--- src/design/swpb_mod_unit.sv ---
`timescale 1ns / 1ps
// Bit-serial remainder unit: 32-bit value modulo the window size, one bit a cycle.
module swpb_mod_unit #(
    parameter int WS_W = 7
) (
    input  logic            clk,
    input  logic            rst_n,
    input  logic            start,
    input  logic [31:0]     dividend,
    input  logic [WS_W-1:0] divisor,
    output logic            done,
    output logic [WS_W-1:0] rem
);

    logic            busy_reg;
    logic [5:0]      cnt_reg;
    logic [31:0]     dvd_reg;
    logic [WS_W-1:0] dsr_reg;
    logic [WS_W-1:0] rem_reg;
    logic [WS_W:0]   trial;
    logic [WS_W:0]   diff;

    assign trial = {rem_reg, dvd_reg[31]};
    assign diff  = trial - {1'b0, dsr_reg};

    always_ff @(posedge clk or negedge rst_n)
    begin
        if (!rst_n)
        begin
            busy_reg <= 1'b0;
            cnt_reg  <= '0;
            dvd_reg  <= '0;
            dsr_reg  <= '0;
            rem_reg  <= '0;
        end
        else if (start)
        begin
            busy_reg <= 1'b1;
            cnt_reg  <= 6'd32;
            dvd_reg  <= dividend;
            dsr_reg  <= divisor;
            rem_reg  <= '0;
        end
        else if (busy_reg)
        begin
            if (cnt_reg != '0)
            begin
                cnt_reg <= cnt_reg - 6'd1;
                dvd_reg <= {dvd_reg[30:0], 1'b0};
                rem_reg <= (trial >= {1'b0, dsr_reg}) ? WS_W'(diff) : WS_W'(trial);
            end
            else
            begin
                busy_reg <= 1'b0;
            end
        end
    end

    assign done = busy_reg && (cnt_reg == '0);
    assign rem  = rem_reg;

`ifndef SYNTHESIS
    a_no_restart: assert property (@(posedge clk) disable iff (!rst_n)
        start |-> !busy_reg)
        else $error("remainder unit restarted while busy");
`endif

endmodule

--- config.mk ---
export PLATFORM = sky130hd
export DESIGN_NAME = swpb_mod_unit
export DESIGN_NICKNAME = d
export VERILOG_FILES = /design/src/design/swpb_mod_unit.sv
export SDC_FILE = /design/constraint.sdc
export NUM_CORES = 1
export LEC_CHECK = 0
export BUFFER_PORTS_ARGS = -buffer_cell sky130_fd_sc_hd__buf_2
export CORE_UTILIZATION = 51
export DETAILED_ROUTE_END_ITERATION = 7
export PLACE_DENSITY = 0.74
export SLEW_MARGIN = 25
export SYNTH_ARGS = -nofsm -noshare
export SYNTH_HDL_FRONTEND = slang
export SYNTH_SLANG_ARGS = --single-unit
export TNS_END_PERCENT = 30
--- constraint.sdc ---
create_clock -name clk -period 3.4 [get_ports clk]
set_clock_uncertainty 0.2 [all_clocks]
set_input_delay 0.51 -clock clk [delete_from_list [all_inputs] [get_ports clk]]
set_output_delay 0.51 -clock clk [all_outputs]
set_load 0.01 [all_outputs]
# [Word-level counts from Yosys, hierarchy flattened]
# Cells that the tools add are included.
[totals] register_bits=53 latch_bits=0 mem_bits_rw=0 romBits=0 out_inout_bits=8 memories=0
[op_classes] n_addsub=2 n_mul=0 div=0 magnitude_cmp=1 n_eq_ne=0 shift=0 mux=13 bitwise_logic=0 n_reduce_logical=6
[ops] op="2-to-1 mux 32 bit" count=3
[ops] op="2-to-1 mux 7 bit" count=4
[ops] op="2-to-1 mux 6 bit" count=3
[ops] op="greater-or-equal comparator 8 x 7 -> 1 bit" count=1
[ops] op="subtractor 7 bit" count=1
[ops] op="zero test 6 bit" count=1
[ops] op="nonzero test 6 bit" count=1
[ops] op="subtractor 6 x 1 -> 6 bit (second input constant)" count=1
[ops] op="nonzero test 2 bit" count=2
[ops] op="2-to-1 mux 1 bit" count=3
[ops] op="AND reduction 2 bit" count=1
[ops] op="logical AND 1 bit" count=1

# [Logic depth before layout (Yosys ltp)]
[depth] word_depth=5 depth_mapped=8

# [Least setup slack after synthesis]
# OpenSTA, ideal clock, no wires.
[synth_path] path_type="register to register" startpoint="reg dvd_reg[31]" endpoint="reg rem_reg[3], in the netlist rem[3]" arrival_ns=2.079 required_ns=3.104 setup_slack_ns=1.026 path_stages_with_launch=9 synth_period_minus_slack_ns=2.374 cell_sequence="dfrtp_1 > inv_1 > ha_1 > fa_1 > nand2b_1 > a211oi_4 > nor3_4 > or3_1 > a311oi_2"
[synth_between] elab_chain_len=5 elab_cells_between_ends=6 classes_between="add/sub: 1; order compare: 1; mux: 4"
[synth_lines] element="from (decl)" line="17" text="logic [31:0] dvd_reg;"
[synth_lines] element="from (signal assigned)" line="40" text="dvd_reg <= dividend;"
[synth_lines] element="from (signal assigned)" line="49" text="dvd_reg <= {dvd_reg[30:0], 1'b0};"
[synth_lines] element="subtractor 7 bit / greater-or-equal comparator 8 x 7 -> 1 bit (equally long branches)" line="24, 50"
[synth_lines] element="2-to-1 mux 7 bit *" line="50" text="rem_reg <= (trial >= {1'b0, dsr_reg}) ? WS_W'(diff) : WS_W'(trial);"
[synth_lines] element="2-to-1 mux 7 bit *" line="46" text="if (cnt_reg != '0)"
[synth_lines] element="2-to-1 mux 7 bit *" line="44" text="else if (busy_reg)"
[synth_lines] element="2-to-1 mux 7 bit *" line="36" text="else if (start)"
[synth_lines] element="to (signal assigned)" line="50"
[synth_lines] element="to (decl)" line="19" text="logic [WS_W-1:0] rem_reg;"
# Every way passes the cells marked *; elsewhere a longest branch is shown, timed or not. The select of a mux whose other input is x is not followed.
# A chain may end at the register's enable or synchronous reset.

# [Worst setup path in the final report]
# Same ends and word-level chain as after synthesis.

==> results_dict.tcl <==
set metrics [dict create \
    routedWlPerCell_microns 12.8 \
    regArea_sq_um 1330 \
    areaGrowthSynthToFinish_pct 15.6 \
    p_int_uw 1400 \
    total_power_uw 2180 \
    power_density_nw_per_um2 682 \
    swShare_pct 36.1 \
    dp_hpwl_mm 3.68 \
    synth_nets 336 \
    place_area_sq_um 3080 \
    combPwrFrac_pct 40.1 \
    design_area_sq_um 3200 \
    die_h_microns 75.7 \
    maxCapViolCount 0 \
    grt_start_max_net_pins 42 \
    drive_above_1_share_pct 22.1 \
    clock_path_buffers 2 \
    start_kind "flip-flop" \
    cts_made_buffers 5 \
    hold_viol 0 \
    final_cell_mix "dfrtp_1 (53), buf_2 (49), nand2_1 (48)" \
    post-cts-setup-buffers 0 \
    worstSetupPathType "flip-flop to flip-flop" \
    rsz0062_at_grt "no" \
    worstSkewPairLatency_ns 0.32 \
    cp_cell_sequence "inv_1 > ha_1 > fa_1 > nand2b_1 > a211oi_4 > nor3_4 > or3_1 > a311oi_2" \
    reg2reg_from "dvd_reg[31]" \
    max-vdd-ir-drop_v 0.000310 \
    h-tree-depth 2 \
    path_clk_slew_ns 0.10 \
    slew_viol_final 0 \
    antenna_cells 0 \
    status "finished, final reports clean" \
    num_rows 26 \
    critical_path.startpoint "dvd_reg[31]" \
    drt-initial-drc-count 99 \
    io_pins 50 \
    die_w_microns 75.7 \
    grt_usage_pct 19.5 \
    crit_end "rem[3]" \
    required_ns 3.42 \
    multi_input_area_sq_um 1340 \
    cpMaxStageDelayCell "fa_1" \
    ys_seq_elements 53 \
    drcViolationCount 0 \
    hold_slack_ns 0.00998 \
    port-buffer-count 49 \
    tritoncts "built" \
    crit_fanout 8 \
    routabilityCongestion 0.805 \
    synthesis.area_sq_um 2770 \
    core_sq_um 5170 \
    grt_pass1_wl_mm 8.38 \
    synth.distinct_cells 36 \
    syn_inst 284 \
    dieArea_sq_um 5730 \
    via_per_inst 5.19 \
    setup_tns_ns 0 \
    ctsResizeCount 0 \
    setup_violations 0 \
    post-route-util_pct 61.9 \
    layout_commonest_cell "dfrtp_1" \
    hp-class "input pin to async pin" \
    clock-sinks 53 \
    p_clk_share_pct 20.6 \
    antenna_left 0 \
    crit_arrival_ns 2.54 \
    timing.rr.end "rem[3]" \
    power_switching_uw 787 \
    seq_power_share_pct 39.3 \
    reg2reg_slack_ns 0.88 \
    worstMarginPinSlew_ns 0.958 \
    cts.hold.buffers_added 0 \
    clock.fmax_mhz 397 \
    p_leak_uw 0.00169 \
    syn_area_per_cell_sq_um 9.75 \
    fillCellCount 478 \
    post-route-min-period_ns 2.52 \
    finalCritPeriodShare_pct 74.1 \
    start_util_pct 53.5 \
    seq_area_frac_synth_pct 47.9 \
    ff2ff_path_depth 8 \
    cp-end-kind "flip-flop" \
    slowest_delay_ns 0.39 \
    cts-root-buf "clkbuf_8" \
    overflow 0 \
    largest_register_ffs 32 \
    vias 2077 \
    nNetsFinal 381 \
    maxSlewHeadroom_pct 36.0 \
    antenna_found_initial 0 \
    yosys_warnings 0 \
    first_pass_iters 4 \
    grt_pass1_vias 1885 \
    finalWirelength_mm 5.13 \
]
[final cells by class]
cell class / count / share of cell area, %
multi-input combinational: 203 / 41.9
sequential: 53 / 41.4
timing repair buffer: 54 / 8.84
tap: 70 / 2.74
clock buffer: 5 / 2.15
clock inverter: 3 / 1.56
inverter: 12 / 1.41
[critical path, delay by kind of cell (launching register included)]
family	cells	cell delay (ns)
flip-flops	1	0.34
adder cells (fa/ha/maj)	2	0.61
AO/OA/AOI/OAI	2	0.51
buffers and inverters	1	0.06
AND/OR/NAND/NOR	3	0.71
[through the flow]
step	setup slack (ns)	std cells
CTS	0.868	400
finish	0.880	400
floorplan	1.03	284
global placement	0.965	392
detailed placement	0.914	392
global route	0.728	400
[cell usage after synthesis]
master	instances	area [sq um]
a211oi_4	1	20.0
a31oi_1	1	6.26
nor3b_1	1	7.51
a21oi_1	4	20.0
or3_1	3	18.8
o31ai_1	1	7.51
clkbuf_1	10	37.5
fa_1	1	20.0
nor2_1	22	82.6
mux2_2	3	33.8
o21ai_0	41	205
nor4_1	2	12.5
mux2i_1	32	320
and3_1	1	6.26
a21boi_1	1	7.51
ha_1	9	113
nand2_1	48	180
nor3_4	1	16.3
o311ai_0	1	8.76
a311oi_2	1	15.0
a211oi_1	4	30.0
nand3_1	3	15.0
inv_1	12	45.0
nor4b_1	1	8.76
xor2_1	3	26.3
nand2b_1	5	31.3
dfrtp_1	53	1330
or3_2	1	7.51
a21bo_2	1	10.0
and4b_2	1	11.3
or4b_1	1	10.0
buf_2	6	30.0
nand4_1	1	6.26
xnor2_1	3	26.3
nand3_2	1	10.0
a311oi_1	4	35.0
[power by group through the flow]
stage	Clock, uW	Sequential, uW	Combinational [uW]
2_1_floorplan	0	858	675
3_3_place_gp	0	867	857
3_5_place_dp	0	870	878
4_1_cts	460	859	879
5_1_grt	487	879	979
6_report	451	858	874
[metal layers]
| layer | global-route usage, % | wire (microns) |
|---|---|---|
| met5 | 0 | 0 |
| met4 | 7.41 | 65 |
| met3 | 4.10 | 175 |
| met2 | 31.8 | 2390 |
| met1 | 25.7 | 2500 |
[kinds of logic (layout without fill, tap and decap cells)]
group	after synthesis	in the layout	share of synthesized area [%]
XOR/XNOR	6	6	1.90
buffers and inverters	28	74	4.07
AND/OR/NAND/NOR	92	92	15.3
multiplexers	35	35	12.8
flip-flops	53	53	47.9
adder cells (fa/ha/maj)	10	10	4.79
AO/OA/AOI/OAI	60	60	13.2
[worst min-delay path by stage]
stage | startpoint | to | slack (ns) | cells past startpoint
after detailed placement | dsr_reg[0] | dsr_reg[0] | 0.30 | 1
after floorplan | rst_n | busy_reg | 0.01 | 0
after global routing | rst_n | dvd_reg[8] | 0.04 | 1
after global placement | dsr_reg[0] | dsr_reg[0] | 0.30 | 1
final | rst_n | dvd_reg[6] | 0.01 | 1
after CTS | rst_n | dvd_reg[12] | 0.03 | 1
No activity file was read; power rests on OpenSTA's default activity.
