$ cat src/design/swpb_pkg.sv
`timescale 1ns / 1ps
// Shared constants, codes and control types for the sliding-window PDU buffer.
package swpb_pkg;

    localparam int MAX_SLOTS_DEF = 64;
    localparam int PDU_BYTES_DEF = 2048;
    localparam int RESET_WINDOW  = 16;

    typedef enum logic [2:0] {
        OP_WRITE_BYTE  = 3'd0,
        OP_COMMIT      = 3'd1,
        OP_ADVANCE     = 3'd2,
        OP_READ_BYTE   = 3'd3,
        OP_SET_CURRENT = 3'd4,
        OP_SET_UPPER   = 3'd5
    } op_t;

    typedef enum logic [1:0] {
        ST_OK        = 2'd0,
        ST_OUTSIDE   = 2'd1,
        ST_NOT_BELOW = 2'd2
    } status_t;

    // Slot table commands
    typedef struct packed {
        logic commit;       // mark slot valid and store its length
        logic advance;      // clear the slots that leave the window
        logic clear_every;  // advance that drops the whole window
        logic clear_all;    // window size rewritten
    } slot_ctrl_t;

endpackage

$ cat src/design/swpb_slot_table.sv
`timescale 1ns / 1ps
// Per-slot metadata: length RAM plus valid flags with range clear on advance.
module swpb_slot_table #(
    parameter int MAX_SLOTS = 64,
    parameter int SLOT_W    = 6,
    parameter int WS_W      = 7,
    parameter int LEN_W     = 12
) (
    input  logic                clk,
    input  logic                rst_n,
    input  swpb_pkg::slot_ctrl_t ctrl,
    input  logic [SLOT_W-1:0]   commit_slot,
    input  logic [LEN_W-1:0]    commit_len,
    input  logic [SLOT_W-1:0]   base,
    input  logic [WS_W-1:0]     shift,
    input  logic [WS_W-1:0]     ws,
    input  logic [SLOT_W-1:0]   rd_slot,
    output logic [LEN_W-1:0]    rd_len,
    output logic                rd_valid
);

    logic [LEN_W-1:0]     len_mem [MAX_SLOTS];
    logic [LEN_W-1:0]     rd_len_reg;
    logic                 rd_valid_reg;
    logic [MAX_SLOTS-1:0] valid_reg;
    logic [MAX_SLOTS-1:0] valid_next;
    logic [MAX_SLOTS-1:0] drop_mask;

    // Slot i leaves when its distance from base (mod ws) is below the shift, or on clear_every
    always_comb
    begin
        logic [WS_W:0] idx_w;
        logic [WS_W:0] base_w;
        logic [WS_W:0] ws_w;
        logic [WS_W:0] rel;
        for (int i = 0; i < MAX_SLOTS; i++)
        begin
            idx_w  = (WS_W + 1)'(i);
            base_w = {1'b0, WS_W'(base)};
            ws_w   = {1'b0, ws};
            rel    = (idx_w >= base_w) ? (idx_w - base_w) : (idx_w + ws_w - base_w);
            drop_mask[i] = ctrl.clear_every || (rel < {1'b0, shift});
        end
    end

    always_comb
    begin
        valid_next = valid_reg;
        if (ctrl.clear_all)
        begin
            valid_next = '0;
        end
        else if (ctrl.advance)
        begin
            valid_next = valid_reg & ~drop_mask;
        end
        else if (ctrl.commit)
        begin
            valid_next[commit_slot] = 1'b1;
        end
    end

    always_ff @(posedge clk or negedge rst_n)
    begin
        if (!rst_n)
        begin
            valid_reg    <= '0;
            rd_valid_reg <= 1'b0;
        end
        else
        begin
            valid_reg    <= valid_next;
            rd_valid_reg <= valid_reg[rd_slot];
        end
    end

    always_ff @(posedge clk)
    begin
        if (ctrl.commit)
        begin
            len_mem[commit_slot] <= commit_len;
        end
        rd_len_reg <= len_mem[rd_slot];
    end

    assign rd_len   = rd_len_reg;
    assign rd_valid = rd_valid_reg;

endmodule

$ cat config.mk
export PLATFORM = sky130hd
export DESIGN_NAME = swpb_slot_table
export DESIGN_NICKNAME = d
export VERILOG_FILES = /design/src/design/swpb_pkg.sv /design/src/design/swpb_slot_table.sv
export SDC_FILE = /design/constraint.sdc
export NUM_CORES = 2
export LEC_CHECK = 0
export BUFFER_PORTS_ARGS = -buffer_cell sky130_fd_sc_hd__buf_4
export CORE_MARGIN = 3
export CORE_UTILIZATION = 29
export CTS_BUF_LIST = sky130_fd_sc_hd__clkbuf_4 sky130_fd_sc_hd__clkbuf_8 sky130_fd_sc_hd__clkbuf_16
export CTS_CLUSTER_DIAMETER = 50
export CTS_CLUSTER_SIZE = 24
export DETAILED_ROUTE_END_ITERATION = 7
export PLACE_DENSITY = 0.41
export SYNTH_ARGS = -nofsm -noshare
export SYNTH_HDL_FRONTEND = slang
export SYNTH_SLANG_ARGS = --single-unit
export TNS_END_PERCENT = 30
$ cat constraint.sdc
create_clock -name clk -period 3.97 [get_ports clk]
set_clock_uncertainty 0.05 [all_clocks]
set_input_delay 0.397 -clock clk [delete_from_list [all_inputs] [get_ports clk]]
set_output_delay 0.397 -clock clk [all_outputs]
set_load 0.1 [all_outputs]
Yosys cells after proc, flatten, opt, wreduce, memory -nomap -nowiden
Memories as Yosys holds them, arrays and structs flattened. A register that Yosys moved wholly into a read port is not among the register bits.
Index checks and enable logic that the tools add are counted.
W data, S select, Z words.
- register bits after elaboration: 65
- bits in writable memories: 768
- input bits: 50
- output and inout bits: 13
- logic and storage cells: 463
- memories: 1
- add/subtract/negate cells: 189
- order comparisons: 130
- multiplexer cells: 72
- bitwise logic cells: 3
- reduce and logical (&&, ||, !) cells: 66
- memories (name ; depth ; width ; rd ports ; clocked after Yosys merged registers in ; wr ports ; line ; text):
    len_mem ; 64 ; 12 ; 1 ; 1 ; 1 ; swpb_slot_table.sv:22 ; logic [LEN_W-1:0] len_mem [MAX_SLOTS];
- operator list (operator ; number):
    $lt A8 B7 Y1 ; 64
    $mux W8 ; 63
    $sub A8 B6 Y8 ; 62
    $add A6 B7 Y8 const A ; 31
    $sub A6 B6 Y7 const A ; 32
    $mux W64 ; 3
    $ge A6 B6 Y1 const A ; 31
    $add A5 B7 Y8 const A ; 16
    $sub A5 B6 Y7 const A ; 16
    $ge A5 B6 Y1 const A ; 16
    $add A4 B7 Y8 const A ; 8
    $and A64 B64 Y64 ; 1
    $logic_or A1 B1 Y1 ; 64
    $not A64 Y64 ; 1
    $or A64 B64 Y64 ; 1
    $sub A4 B6 Y7 const A ; 8
    $ge A4 B6 Y1 const A ; 8
    $add A3 B7 Y8 const A ; 4
    $sub A3 B6 Y7 const A ; 4
    $ge A3 B6 Y1 const A ; 4
    $add A2 B7 Y8 const A ; 2
    $lt A6 B7 Y1 const B ; 2
    $sub A1 B6 Y7 const A ; 2
    $sub A2 B6 Y7 const A ; 2
    other kinds (10) ; 15

Logic depth before layout (Yosys ltp)
- word-level depth: 9
- gate-level depth with buffers: 21
- depth with buffers taken out: 17

Least setup slack after synthesis
No wires, ideal clock.
- kind: input to register
- start point: input port base[4]
- end point: register valid_reg[44]
- data arrival time: 4306 ps
- setup slack: -526 ps
- stages: 18
- cell sequence: clkbuf_1 > clkinv_1 > buf_1 > ha_1 > inv_1 > fa_1 > buf_2 > buf_1 > nand2_1 > o21ai_0 > xor2_1 > a21o_1 > ha_1 > nand3_1 > o22ai_1 > or3_1 > o41ai_1 > o211ai_1
- longest elaborated chain between the ends: 8
- elaborated cells between the ends (all ways): 10
- RTL lines (what ; line ; text):
    start, declared ; swpb_slot_table.sv:14 ; input logic [SLOT_W-1:0] base,
    $sub A8 B6 Y8 (tied with other cells) ; swpb_slot_table.sv:41 ; rel = (idx_w >= base_w) ? (idx_w - base_w) : (idx_w + ws_w - base_w);
    $mux W8 * ; swpb_slot_table.sv:41 ;
    $lt A8 B7 Y1 * ; swpb_slot_table.sv:42 ; drop_mask[i] = ctrl.clear_every || (rel < {1'b0, shift});
    $logic_or A1 B1 Y1 * ; swpb_slot_table.sv:42 ;
    $not A64 Y64 * ; swpb_slot_table.sv:55 ; valid_next = valid_reg & ~drop_mask;
    $and A64 B64 Y64 * ; swpb_slot_table.sv:55 ;
    $mux W64 * ; swpb_slot_table.sv:53 ; else if (ctrl.advance)
    $mux W64 * ; swpb_slot_table.sv:49 ; if (ctrl.clear_all)
    end signal, assigned ; swpb_slot_table.sv:72 ; valid_reg <= valid_next;
    end, declared ; swpb_slot_table.sv:25 ; logic [MAX_SLOTS-1:0] valid_reg;
Every way passes the cells marked *; elsewhere a longest branch is shown, timed or not.
A chain may end at the register's enable or synchronous reset.

Worst setup path after layout
- start point: input port base[4]
- end point: register valid_reg[34]
Same word-level chain as after synthesis.

==> impl_metrics.json <==
{
  "fin_tns_setup_ns": 0,
  "synth.distinct_cells": 92,
  "yosys.area.top_type_share_pct": 42.9,
  "ys_seq_elements": 845,
  "rsz0062_at_grt": "false",
  "ant_nets": 0,
  "crit_path_frequent_cell": "buf_4",
  "cts_setup_buffers": 0,
  "cp.required_ns": 4.45,
  "synth_top_family_by_area": "compound AO/OA/AOI/OAI gates",
  "antenna_found_initial": 18,
  "area_delta_synth_final_pct": 27.0,
  "grt_start_max_net_pins": 65,
  "vias": 44100,
  "synth_cells": 4554,
  "clk_pin_slew_ns": 0.04,
  "synth_ff_type": "edfxtp_1",
  "path_class": "primary input to register",
  "routed_wl_um": 261000,
  "max_stage_delay_ns": 0.68,
  "synth-edff-count": 768,
  "cts_tree": "yes",
  "clkLatencyLatePin_ns": 0.74,
  "cts_sinks": 845,
  "critPathBufInv": 6,
  "die_y_um": 437,
  "maxCapViolations": 1,
  "syn_area_per_cell_um2": 11.8,
  "worstMarginPinSlew_ns": 1.60,
  "hold_violations": 0,
  "pre_cts_slack_ns": -0.375,
  "synth-compound-area-share_pct": 15.8,
  "io_buffers": 62,
  "hold_path.class": "primary input to register",
  "fillCellCount": 18100,
  "fin_area_um2": 68300,
  "globalplace.congestion": 1.04,
  "path_delay_family": "buffers and inverters",
  "place_hpwl_um": 194000,
  "async_flop_share_pct": 7.69,
  "dr.first_iter.drc_count": 3905,
  "synth_nets": 5076,
  "setup_ws_ns": 0.302,
  "grt_util_all_layers_pct": 26.8,
  "fin_crit_ns": 3.67,
  "ir_worst_vdd_v": 0.000422,
  "synth_fa_ha_area_share_pct": 11.1,
  "worst_ep_arrival_time_ns": 4.15,
  "clock.fmax_mhz": 273,
  "cp_cell_sequence": "buf_4 > clkinv_2 > ha_2 > inv_1 > fa_2 > buf_4 > nor2b_1 > buf_4 > nand2_1 > o21ai_0 > buf_4 > xnor2_1 > a211oi_1 > a211oi_1",
  "timing.final.crit_share_pct": 92.4,
  "muxShareOfSynthArea_pct": 11.6,
  "drive_gt1_share_pct": 29.2,
  "ys_warn_count": 0,
  "htree_levels": 3,
  "via_per_inst": 5.50,
  "maxSlewHeadroom_pct": -6.34,
  "max-clock-path-buffers": 3,
  "crit_path_max_fanout": 14,
  "cts_made_buffers": 104,
  "grt_overflow": 0,
  "core_area_um2": 184000,
  "synth-xor-area-share_pct": 3.99,
  "synth_top_area_cell": "edfxtp_1",
  "seq_area_frac_synth_pct": 46.4,
  "synth-simple-area-share_pct": 8.08,
  "routedWlPerCell_um": 32.6,
  "start_util_pct": 29.3,
  "ctsResizeCount": 0,
  "cpMaxStageDelayCell": "fa_2",
  "dr.pass1.iters": 7,
  "netlist_area_um2": 53800,
  "cts_root_buf": "clkbuf_16",
  "cp-end-kind": "register",
  "slew_viol_final": 4,
  "post-synth-top-count-cell": "edfxtp_1",
  "power_uw": 28900,
  "die_area_um2": 191000,
  "fp.dieW_um": 437,
  "critPathLaunchType": "primary input",
  "largest_reg_flops": 768,
  "final_nets": 5963,
  "p_per_area_nw_per_um2": 423,
  "num_rows": 157,
  "grt_pass1_wl_um": 358000,
  "synth_common_cells": "edfxtp_1, ha_1, a21oi_1",
  "placed_cell_area_um2": 64400,
  "io_pins": 63,
  "final-setup-viol-count": 0,
  "grt_pass1_vias": 44100,
  "p_leak_uw": 0.0262,
  "violations": "capacitance limit, slew limit",
  "status": "finished, violations left",
  "ys_top_cells_by_area": "edfxtp_1, ha_1, mux4_2, a21oi_1, xnor2_1",
  "drt_drc_violations_left": 0
}
==> stage by stage <==
step | util (%) | std cells | hold slack (ns)
6_report | 37.2 | 8010 | 0.133
5_1_grt | 37.2 | 7996 | 0.0944
4_1_cts | 37.2 | 7995 | 0.0909
3_5_place_dp | 35.1 | 7798 | 0.496
3_3_place_gp | 35.1 | 7798 | 0.496
2_1_floorplan | - | 4554 | 0.0514
==> cell families after synthesis <==
| kind of cell | Yosys count |
|---|---|
| flip-flops | 845 |
| buffers and inverters | 367 |
| multiplexers | 356 |
| AND/OR/NAND/NOR | 951 |
| adder cells (fa/ha/maj) | 472 |
| AO/OA/AOI/OAI | 1318 |
| XOR/XNOR | 245 |
==> area by class of cell <==
cell class / instances / area [um^2] / area share (%)
Inverter: 92 / 354 / 0.519
Tap cell: 2464 / 3080 / 4.51
Clock buffer: 125 / 2830 / 4.15
Timing Repair Buffer: 1056 / 8670 / 12.7
Antenna cell: 15 / 37.5 / 0.0550
Multi-Input combinational cell: 3342 / 27400 / 40.1
Clock inverter: 71 / 1020 / 1.50
Sequential cell: 845 / 24900 / 36.5
==> timing repair <==
| item | in CTS | in global routing |
|---|---|---|
| hold endpoints to repair | 43 | 0 |
| hold buffers | 1 | 0 |
| endpoints found under the setup margin | 0 | 0 |
==> power breakdown <==
part	total, uW	switching [uW]	internal (uW)
registers	9790	20.6	9770
logic	8740	5190	3550
clock network	10300	4440	5880
==> metal layers <==
| layer | up-vias | global-route usage, % | wire, um |
|---|---|---|---|
| met3 | 539 | 4.65 | 15300 |
| met1 | 22300 | 33.7 | 107000 |
| met5 | - | 0 | 58 |
| met2 | 1684 | 43.8 | 122000 |
| met4 | 8 | 14.3 | 16400 |
| li1 | 19600 | - | - |
==> placed cells by master, fill, tap and decap left out, types with 58 or more instances in the layout <==
| cell type | instances |
|---|---|
| a21o_1 | 84 |
| a21oi_1 | 380 |
| a22oi_1 | 68 |
| buf_12 | 58 |
| buf_4 | 995 |
| clkbuf_16 | 105 |
| dfrtp_1 | 65 |
| edfxtp_1 | 768 |
| ha_1 | 455 |
| inv_1 | 77 |
| mux2_2 | 72 |
| mux2i_1 | 76 |
| mux4_2 | 208 |
| nand2_1 | 304 |
| nand3_1 | 94 |
| nor2_1 | 301 |
| o21ai_0 | 296 |
| xnor2_1 | 193 |
==> final timing paths <==
check,depth (start not counted),slack (ns),start,to
worst min register to register,1,0.51,valid_reg[62],valid_reg[62]
max in group asynchronous,3,2.72,rst_n,valid_reg[35]
worst max-delay path,14,0.30,base[4],valid_reg[34]
worst max register to register,5,1.53,len_mem[10][4],rd_len[4]
worst min-delay path,2,0.13,ctrl[2],valid_reg[2]
min in group asynchronous,2,0.32,rst_n,rd_valid
Power figures use the tool's default switching activity.
